`src/rtl/sia_pkg.sv`:
```
// Package with widths, operation codes, pipeline record and divide-step helper.
`timescale 1ns / 1ps

package sia_pkg;

    // Operand and result width.
    localparam int WIDTH = 8;

    // Restoring-division steps done in each divide stage, and the number of stages.
    localparam int DIV_STEPS  = (WIDTH % 2 == 0) ? 2 : 1;
    localparam int DIV_STAGES = WIDTH / DIV_STEPS;

    // Operation codes carried in the request side band.
    localparam int OP_W = 3;
    localparam logic [OP_W-1:0] OP_ADD = 3'd0;
    localparam logic [OP_W-1:0] OP_SUB = 3'd1;
    localparam logic [OP_W-1:0] OP_MUL = 3'd2;
    localparam logic [OP_W-1:0] OP_QUO = 3'd3;
    localparam logic [OP_W-1:0] OP_REM = 3'd4;

    // Record that travels down the pipeline with each request.
    typedef struct packed {
        logic [OP_W-1:0]  op;
        logic             neg_q;   // quotient must be negated
        logic             neg_r;   // remainder must be negated
        logic             dz;      // divide by zero
        logic [WIDTH-1:0] res;     // add, subtract or multiply result
        logic [WIDTH-1:0] rem;     // partial remainder
        logic [WIDTH-1:0] quo;     // dividend bits shifting out, quotient bits in
        logic [WIDTH-1:0] dvs;     // divisor magnitude
    } t_pipe;

    // One restoring-division step: shift in the next dividend bit, trial subtract.
    function automatic t_pipe div_step(t_pipe p);
        t_pipe            q;
        logic [WIDTH-1:0] rem_sh;
        logic [WIDTH:0]   diff;
        q      = p;
        rem_sh = {p.rem[WIDTH-2:0], p.quo[WIDTH-1]};
        diff   = {1'b0, rem_sh} - {1'b0, p.dvs};
        if (!diff[WIDTH]) begin
            q.rem = diff[WIDTH-1:0];
        end else begin
            q.rem = rem_sh;
        end
        q.quo = {p.quo[WIDTH-2:0], ~diff[WIDTH]};
        return q;
    endfunction

endpackage

```
`src/rtl/signed_int8_arith_unit.sv`:
```
// Top level of the pipelined signed add, subtract, multiply and divide unit.
//
//  Channel   Dir  Signals                         Carries
//  request   in   i_s_tvalid/o_s_tready           tdata: operand_a, operand_b; tuser: operation
//  response  out  o_m_tvalid/i_m_tready           tdata: result; tuser: divide_by_zero
//
// A request can be accepted in every cycle while the response side does not stall;
// each one passes the entry stage, the divide stages of DIV_STEPS restoring
// steps each, and the sign-fix output register.
// Reset clears only the valid flags of the stages.
// Each stage holds its request while the next one is full, so a stall at the
// response side fills empty stages and then stops the request side.
`timescale 1ns / 1ps

module signed_int8_arith_unit (
    input  logic                              i_clk,
    input  logic                              i_rst_n,
    input  logic                              i_s_tvalid,
    output logic                              o_s_tready,
    input  logic [2*sia_pkg::WIDTH-1:0]       i_s_tdata,  // operand_a, operand_b
    input  logic [sia_pkg::OP_W-1:0]          i_s_tuser,  // operation
    output logic                              o_m_tvalid,
    input  logic                              i_m_tready,
    output logic [sia_pkg::WIDTH-1:0]         o_m_tdata,  // result
    output logic                              o_m_tuser   // divide_by_zero
);
    import sia_pkg::*;

    logic [WIDTH-1:0] a;
    logic [WIDTH-1:0] b;
    logic [OP_W-1:0]  op;
    logic [WIDTH-1:0] mag_a;
    logic [WIDTH-1:0] mag_b;
    t_pipe            n_s0;
    t_pipe            r_s0;
    logic             r_s0_vld;
    logic             s0_rdy;

    t_pipe            div_data [DIV_STAGES+1];
    logic             div_vld  [DIV_STAGES+1];
    logic             div_rdy  [DIV_STAGES+1];

    logic             out_rdy;
    logic             r_out_vld;
    logic [WIDTH-1:0] r_out_res;
    logic             r_out_dz;
    logic [WIDTH-1:0] n_out_res;
    logic             n_out_dz;
    t_pipe            last;

    assign a  = i_s_tdata[WIDTH-1:0];
    assign b  = i_s_tdata[2*WIDTH-1:WIDTH];
    assign op = i_s_tuser;

    // Entry stage: magnitudes, signs, zero-divisor check and the non-divide results.
    always_comb begin
        mag_a = a[WIDTH-1] ? (~a + 1'b1) : a;
        mag_b = b[WIDTH-1] ? (~b + 1'b1) : b;
        n_s0       = '0;
        n_s0.op    = op;
        n_s0.neg_q = a[WIDTH-1] ^ b[WIDTH-1];
        n_s0.neg_r = a[WIDTH-1];
        n_s0.dz    = (b == '0) && (op == OP_QUO || op == OP_REM);
        n_s0.rem   = '0;
        n_s0.quo   = mag_a;
        n_s0.dvs   = mag_b;
        case (op)
            OP_ADD:  n_s0.res = a + b;
            OP_SUB:  n_s0.res = a - b;
            OP_MUL:  n_s0.res = WIDTH'(a * b);
            default: n_s0.res = '0;
        endcase
    end

    assign s0_rdy     = !r_s0_vld || div_rdy[0];
    assign o_s_tready = s0_rdy;

    always_ff @(posedge i_clk) begin
        if (!i_rst_n) begin
            r_s0_vld <= 1'b0;
        end else if (s0_rdy) begin
            r_s0_vld <= i_s_tvalid;
        end
    end

    always_ff @(posedge i_clk) begin
        if (s0_rdy && i_s_tvalid) begin
            r_s0 <= n_s0;
        end
    end

    assign div_data[0] = r_s0;
    assign div_vld[0]  = r_s0_vld;

    // Divide stages.
    for (genvar g = 0; g < DIV_STAGES; g++) begin : g_div
        sia_div_stage u_stage (
            .i_clk  (i_clk),
            .i_rst_n(i_rst_n),
            .i_vld  (div_vld[g]),
            .o_rdy  (div_rdy[g]),
            .i_data (div_data[g]),
            .o_vld  (div_vld[g+1]),
            .i_rdy  (div_rdy[g+1]),
            .o_data (div_data[g+1])
        );
    end

    assign last                = div_data[DIV_STAGES];
    assign div_rdy[DIV_STAGES] = out_rdy;
    assign out_rdy             = !r_out_vld || i_m_tready;

    // Output stage: sign correction and result selection.
    always_comb begin
        n_out_dz = last.dz;
        if (last.dz) begin
            n_out_res = '0;
        end else if (last.op == OP_QUO) begin
            n_out_res = last.neg_q ? (~last.quo + 1'b1) : last.quo;
        end else if (last.op == OP_REM) begin
            n_out_res = last.neg_r ? (~last.rem + 1'b1) : last.rem;
        end else begin
            n_out_res = last.res;
        end
    end

    always_ff @(posedge i_clk) begin
        if (!i_rst_n) begin
            r_out_vld <= 1'b0;
        end else if (out_rdy) begin
            r_out_vld <= div_vld[DIV_STAGES];
        end
    end

    always_ff @(posedge i_clk) begin
        if (out_rdy && div_vld[DIV_STAGES]) begin
            r_out_res <= n_out_res;
            r_out_dz  <= n_out_dz;
        end
    end

    assign o_m_tvalid = r_out_vld;
    assign o_m_tdata  = r_out_res;
    assign o_m_tuser  = r_out_dz;

endmodule

```
`src/rtl/sia_div_stage.sv`:
```
// One registered stage of the restoring divider with its own handshake.
`timescale 1ns / 1ps

module sia_div_stage (
    input  logic          i_clk,
    input  logic          i_rst_n,
    input  logic          i_vld,
    output logic          o_rdy,
    input  sia_pkg::t_pipe i_data,
    output logic          o_vld,
    input  logic          i_rdy,
    output sia_pkg::t_pipe o_data
);
    import sia_pkg::*;

    logic  r_vld;
    t_pipe r_data;
    t_pipe n_data;

    // The stage takes a new request when empty or when its content moves on.
    assign o_rdy = !r_vld || i_rdy;

    // Chain of divide steps done in this stage.
    always_comb begin
        n_data = i_data;
        for (int k = 0; k < DIV_STEPS; k++) begin
            n_data = div_step(n_data);
        end
    end

    // Valid flag.
    always_ff @(posedge i_clk) begin
        if (!i_rst_n) begin
            r_vld <= 1'b0;
        end else if (o_rdy) begin
            r_vld <= i_vld;
        end
    end

    // Payload.
    always_ff @(posedge i_clk) begin
        if (o_rdy && i_vld) begin
            r_data <= n_data;
        end
    end

    assign o_vld  = r_vld;
    assign o_data = r_data;

endmodule

```
`config.mk`:
```
export PLATFORM = sky130hd
export DESIGN_NAME = signed_int8_arith_unit
export DESIGN_NICKNAME = d
export VERILOG_FILES = /design/src/rtl/sia_pkg.sv /design/src/rtl/signed_int8_arith_unit.sv /design/src/rtl/sia_div_stage.sv
export SDC_FILE = /design/constraint.sdc
export NUM_CORES = 1
export LEC_CHECK = 0
export ABC_AREA = 0
export BUFFER_PORTS_ARGS = -buffer_cell sky130_fd_sc_hd__buf_2
export CORE_MARGIN = 4
export CORE_UTILIZATION = 45
export CTS_CLUSTER_DIAMETER = 60
export DETAILED_ROUTE_END_ITERATION = 10
export GPL_TIMING_DRIVEN = 1
export PLACE_DENSITY = 0.71
export SLEW_MARGIN = 0
export SYNTH_ARGS = -nofsm -noshare
export SYNTH_HDL_FRONTEND = slang
export SYNTH_HIERARCHICAL = 1
export SYNTH_SLANG_ARGS = --single-unit
```
`constraint.sdc`:
```
create_clock -name i_clk -period 4.89 [get_ports i_clk]
set_input_delay 0.2445 -clock i_clk [delete_from_list [all_inputs] [get_ports i_clk]]
set_output_delay 0.2445 -clock i_clk [all_outputs]
set_load 0.01 [all_outputs]
```
=== Word-level counts from Yosys, hierarchy flattened ===
Index checks and enable logic that the tools add are counted.

* $add $sub $neg: 14
* Multipliers: 1
* Divide/modulo/power cells: 0
* Magnitude comparators: 0
* Equality and inequality tests: 6
* Shifts and indexed selects: 0
* Muxes and demuxes: 15
* Bitwise gates (word level): 13
* Reductions and logical operators: 22

{| class="wikitable"
|+ Operators with widths
! operator !! number
|-
| $mux W7 || 9
|-
| $sub A8 B8 Y9 || 7
|-
| $mux W8 || 5
|-
| $add A8 B1 Y8 const B || 4
|-
| $not A8 Y8 || 4
|-
| $pmux W8 S3 || 1
|-
| $eq A3 B2 Y1 const B || 3
|-
| $sub A1 B8 Y9 || 1
|-
| $add A8 B8 Y8 || 1
|-
| $logic_not A8 Y1 || 1
|-
| $mul A8 B8 Y8 || 1
|-
| $not A1 Y1 || 8
|-
| $sub A8 B8 Y8 || 1
|-
| $logic_and A1 B1 Y1 || 7
|-
| $logic_or A1 B1 Y1 || 7
|-
| $eq A3 B3 Y1 const B || 2
|-
| $logic_not A1 Y1 || 6
|-
| $eq A3 B1 Y1 const B || 1
|-
| $logic_not A3 Y1 || 1
|-
| $xor A1 B1 Y1 || 1
|}

* Bits in registers: 186
* Bits in latches: 0
* Bits in writable memories: 0
* ROM bits: 0
* Input port bits: 23
* Output and inout bits: 11
* Memories: 0

=== Depth between registers and ports, before layout ===
Gate-level depths: netlist of the first run.

* Depth in word-level cells: 8
* Depth in mapped cells: 16
* Mapped depth without buffers: 15

=== By module ===
Netlist of the first run, hierarchy kept.

{| class="wikitable"
|+ By module, submodules not included
! module !! instances !! cells an instance !! area each (µm²) !! seq. area each (µm²)
|-
| sia_div_stage || 4 || 155 || 2075.7 || 1161.1
|-
| signed_int8_arith_unit || 1 || 352 || 3454.6 || 1211.2
|}

=== Worst setup path before layout of the first run ===
No wires, ideal clock.

* Path kind: register to register
* Start point: register g_div[0].u_stage.r_data, in the netlist g_div[0].u_stage/o_data[15]
* End point: register g_div[1].u_stage.r_data, in the netlist g_div[1].u_stage/o_data[21] (data pin)
* Library setup time: 0.256 ns
* Arrival: 3.417 ns
* Data required time: 4.634 ns
* Setup slack: 1.217 ns
* Stages on the path, launching flop included: 15
* Buffers on the path: 0
* Cell sequence: edfxtp_1 > inv_1 > ha_1 > inv_1 > fa_1 > a211oi_1 > nor2_1 > o22ai_4 > mux2_2 > fa_1 > nand2b_1 > a21oi_1 > o22ai_1 > or4_1 > o211a_1

{| class="wikitable"
|+ RTL lines
! what !! line !! source
|-
| start, declared || sia_div_stage.sv:17 || <nowiki>t_pipe r_data;</nowiki>
|-
| start signal, assigned || sia_div_stage.sv:43 || <nowiki>r_data <= n_data;</nowiki>
|-
| end signal, assigned || sia_div_stage.sv:43 ||
|-
| end, declared || sia_div_stage.sv:17 ||
|}

==> flow_summary.ini, run 1 <==
[run_status]
status = complete, no violations

[hold_path]
hp-class = in2reg
hold_depth = 1

[sta]
skew_ns = 0.00756
rsz0062_at_grt = false
worstMarginPinSlew_ns = 0.720
period_share_pct = 82.6
finalHoldViolCount = 0
max_freq_mhz = 248
period_minus_slack_ns = 4.04
setup_viol = 0
drv_slew = 0
relSlewSlack_pct = 51.8
fin_tns_setup_ns = 0

[drt]
viasPerCell = 5.31
wl_um = 20000
num_vias = 7080
wl_per_cell_um = 15.0
route.detailed.drc = 0
ant_nets = 0
dr.pass1.iters = 5
drt_iter0_drc = 399

[clock_network]
clock_path_buffers = 2
clock_latency_ns = 0.42
cts_num_sinks = 186
htree_levels = 4
numCtsBuffers = 17
postCtsSetupBuffers = 0
clk_pin_slew_ns = 0.06
ctsHoldBuffers = 0
cts_root_buffer = clkbuf_16
cts_resized = 0
cts_tree = done

[job]
drv_cap = 0

[setup_path]
cp.arrival_ns = 4.21
worst_ep_required_time_ns = 5.06
cp-end-kind = register
criticalPathCategory = reg2reg
critPathMaxFanout = 9
rr_worst_depth = 13
start_kind = register

[finish]
regArea_um2 = 5530
antennaDiodeCount = 0
drive_above_1_share_pct = 14.2
syn_to_final_growth_pct = 10.2
nets = 1133
multi_input_area_um2 = 5360
final_util_pct = 50.8
nFillCells = 2100

[global_route]
grt_pass1_vias = 7044
grt_pass1_wl_um = 33800
antenna_found_initial = 0
grt_max_degree = 38
grt_usage_pct = 14.7
overflow = 0

[power_and_ir_drop]
vdd_drop_max_v = 0.000240
pwr-share-seq_pct = 44.3
p_sw_mw = 1.17
clkPwrFrac_pct = 30.8
combinationalPowerShare_pct = 24.9
p_per_area_nw_per_um2 = 343
p_total_mw = 4.26
switching_share_pct = 27.5
internal-power_mw = 3.09
leakage_nw = 4.85

[die]
core_area_um2 = 24500
io_pins = 34
die_w_um = 166
die_y_um = 166
start_util_pct = 46.1
fp.dieArea_um2 = 27700
num_rows = 57

[synth]
ys_warn_count = 6
mappedNetlistArea_um2 = 11300
synthCells = 940
avgSynthCellArea_um2 = 12.0

[placement]
hpwl_um = 15200
port_buffers = 33
gp_congestion = 0.852
==> state kept, by name, indices dropped and copies added, names as in the netlist <==
register and flops:
div_data 30, r_s0_vld 1, o_m_tdata 8, o_m_tvalid 1, g_div.u_stage/o_data 141, o_m_tuser 1, g_div.u_stage/o_vld 4
==> power by group through the flow <==
| stage | logic [mW] | clock network, mW | registers (mW) |
|---|---|---|---|
| final | 1.06 | 1.31 | 1.89 |
| after global routing | 1.20 | 1.43 | 1.90 |
| after CTS | 1.06 | 1.34 | 1.89 |
| after detailed placement | 1.05 | 0 | 1.92 |
| after global placement | 1.03 | 0 | 1.92 |
| after floorplan | 0.849 | 0 | 1.91 |
==> critical path, cell delays in order (launching register included) <==
cell	delay, ns
edfxtp_1	0.36
inv_1	0.08
ha_1	0.18
inv_1	0.06
fa_1	0.41
a211oi_1	0.22
nor2_1	0.13
o22ai_4	0.28
mux2_2	0.40
ha_1	0.34
a2111o_1	0.42
o22ai_1	0.37
inv_2	0.20
mux2_2	0.33
==> metrics by stage <==
stage	setup slack (ns)	hold WS [ns]	std cells	instance area, µm²
4_1_cts	0.874	0.0202	1334	12400
3_3_place_gp	0.957	0.403	1302	11900
2_1_floorplan	1.22	0.343	953	11300
3_5_place_dp	0.902	0.405	1302	11900
6_report	0.851	0.0446	1334	12400
5_1_grt	0.635	0.0286	1334	12400
==> final timing paths <==
path / from / end / slack [ns]
hold reg to reg: g_div[1].u_stage/o_data[27] / g_div[2].u_stage/o_data[27] / 0.42
setup reg to reg: div_data[167] / g_div[0].u_stage/o_data[22] / 0.85
setup / recovery: div_data[167] / g_div[0].u_stage/o_data[22] / 0.85
hold / removal: i_s_tuser[2] / div_data[189] / 0.04
==> layer usage <==
metal / track usage [%] / vias to the layer above / share of wire [%]
met2: 24.8 / 111 / 49
li1: - / 3545 / -
met4: 3.91 / 0 / 1.6
met1: 19.6 / 3400 / 47
met5: 0 / - / 0
met3: 2.79 / 24 / 2.9
==> placed cells by master (no fill, tap or decap), drive strengths merged, types with 5 or more instances in the layout <==
| cell type | count |
|---|---|
| ha | 92 |
| o21ai | 34 |
| dfxtp | 6 |
| or4 | 11 |
| and2 | 22 |
| o211a | 5 |
| nand2b | 30 |
| a211oi | 23 |
| inv | 101 |
| a21boi | 11 |
| buf | 39 |
| nand3b | 9 |
| o22ai | 11 |
| edfxtp | 180 |
| xnor2 | 46 |
| mux2i | 10 |
| o211ai | 11 |
| nand3 | 7 |
| xor2 | 19 |
| a21oi | 31 |
| clkbuf | 19 |
| nand2 | 45 |
| nor2b | 12 |
| nor3 | 7 |
| nor2 | 56 |
| a31oi | 5 |
| conb | 14 |
| fa | 21 |
| o31ai | 8 |
| o21a | 14 |
| nor3b | 10 |
| nor4b | 5 |
| mux2 | 41 |
| a21o | 10 |
| or3b | 9 |
==> layout make-up <==
cell class	count	area share [%]
tap	324	3.26
sequential	186	44.4
timing repair buffer	39	1.69
clock buffer	19	3.56
multi-input combinational	658	43.1
inverter	95	2.87
clock inverter	13	1.10
Power figures use the tool's default switching activity.
==> run 2: changes to the inputs <==
- ABC_AREA: 0 -> 1
- clock period: 4.89 -> 3.9 ns (I/O delays scaled with it)
==> flow_summary.ini, run 2 <==
[sta]
drv_slew = 0
setup_viol = 0
relSlewSlack_pct = 24.5
max_freq_mhz = 285
skew_ns = 0.0118
period_minus_slack_ns = 3.50
finalHoldViolCount = 0
fin_tns_setup_ns = 0
period_share_pct = 89.8
worstMarginPinSlew_ns = 1.13
holdWs_ns = 0.0564
rsz0062_at_grt = false

[die]
start_util_pct = 46.0
io_pins = 34
fp.dieArea_um2 = 28600
die_y_um = 169
num_rows = 58
core_area_um2 = 25400
die_w_um = 169

[finish]
syn_to_final_growth_pct = 9.72
final_util_pct = 50.5
largest_reg_flops = 141
drive_above_1_share_pct = 9.02
final_common_cell = nand2_1
layout_common_cells = nand2_1, inv_1, edfxtp_1
antennaDiodeCount = 0
layout.cells.non_filler = 1650
nets = 1443

[run_status]
status = complete, no violations

[drt]
wl_um = 20300
num_vias = 8046
route.detailed.drc = 0
wl_per_cell_um = 12.3
dr.pass1.iters = 7
viasPerCell = 4.88
ant_nets = 0
drt_iter0_drc = 494

[clock_network]
cts_resized = 0
numCtsBuffers = 17
htree_levels = 4
clock_latency_ns = 0.43
clock_path_buffers = 2
cts_root_buffer = clkbuf_16
cts_tree = done
clk_pin_slew_ns = 0.07
postCtsSetupBuffers = 0
cts_num_sinks = 186

[setup_path]
cp-end-kind = register
r2r-start = g_div[2].u_stage/o_data[15]
start_kind = register
critPathMaxFanout = 12
criticalPathCategory = reg2reg
worst_ep_required_time_ns = 4.08
cp.arrival_ns = 3.68
startpoint = g_div[2].u_stage/o_data[15]
rr_worst_depth = 17

[hold_path]
hp-class = in2reg
hold_depth = 3
min-delay-start = i_s_tvalid

[global_route]
grt_usage_pct = 14.5
grt_max_degree = 38
overflow = 0
grt_pass1_vias = 7683
grt_pass1_wl_um = 34600
antenna_found_initial = 0

[synth]
synthCells = 1258
ys_warn_count = 6
avgSynthCellArea_um2 = 9.29
mappedNetlistArea_um2 = 11700

[power_and_ir_drop]
leakage_nw = 5.92
p_per_area_nw_per_um2 = 418
vdd_drop_max_v = 0.000364

[placement]
gp_congestion = 0.846
port_buffers = 33
hpwl_um = 15900
dp.cells = 1615

[job]
drv_cap = 0
==> run 2: power by group <==
part	internal (mW)	switching (mW)
sequential	2.33	0.0368
clock	0.915	0.733
combinational	0.525	0.819
total	3.77	1.59
==> run 2: worst paths after layout <==
path	to	slack (ns)
setup / recovery	g_div[3].u_stage/o_data[22]	0.40
hold / removal	r_s0_vld	0.06
setup reg to reg	g_div[3].u_stage/o_data[22]	0.40
hold reg to reg	g_div[1].u_stage/o_data[36]	0.41
==> run 2: timing repair <==
item                       in CTS  in global routing
hold endpoints to repair        3                  0
hold buffers                    3                  0
setup endpoints to repair       0                  0
==> run 2: final cells by class <==
cell class | count | area [µm²]
fillers | 2294 | 12600
flip-flops and latches | 186 | 5530
multi-input cells | 850 | 5290
inverters | 211 | 792
clock buffers | 19 | 443
well taps | 330 | 413
repair buffers | 41 | 233
clock inverters | 13 | 131
==> run 2: metrics by stage <==
step | area, µm² | worst slack [ns] | total power [mW]
6_report | 12800 | 0.396 | 5.36
5_1_grt | 12800 | 0.121 | 5.72
4_1_cts | 12800 | 0.405 | 5.40
3_5_place_dp | 12200 | 0.306 | 3.75
3_3_place_gp | 12200 | 0.397 | 3.70
2_1_floorplan | 11700 | 0.616 | 3.49
==> run 2: critical path: stages, from the launching register on <==
cell,delay (ns)
edfxtp_1,0.39
inv_1,0.07
ha_1,0.14
inv_1,0.08
fa_1,0.40
nand2_1,0.09
nand2_1,0.10
nand3_2,0.09
nand2_2,0.15
or2_1,0.26
and2_1,0.14
ha_1,0.36
a21oi_2,0.21
o21ai_1,0.09
a21oi_2,0.35
inv_2,0.15
nand3_1,0.12
nand2_1,0.05
==> run 2: layer usage <==
| layer | GRT usage (%) | up-vias | part of all wire (%) |
|---|---|---|---|
| met3 | 2.56 | 23 | 2.9 |
| met4 | 3.78 | 0 | 1.6 |
| met2 | 25.8 | 105 | 49 |
| li1 | - | 4217 | - |
| met5 | 0 | - | 0 |
| met1 | 18.5 | 3701 | 46 |
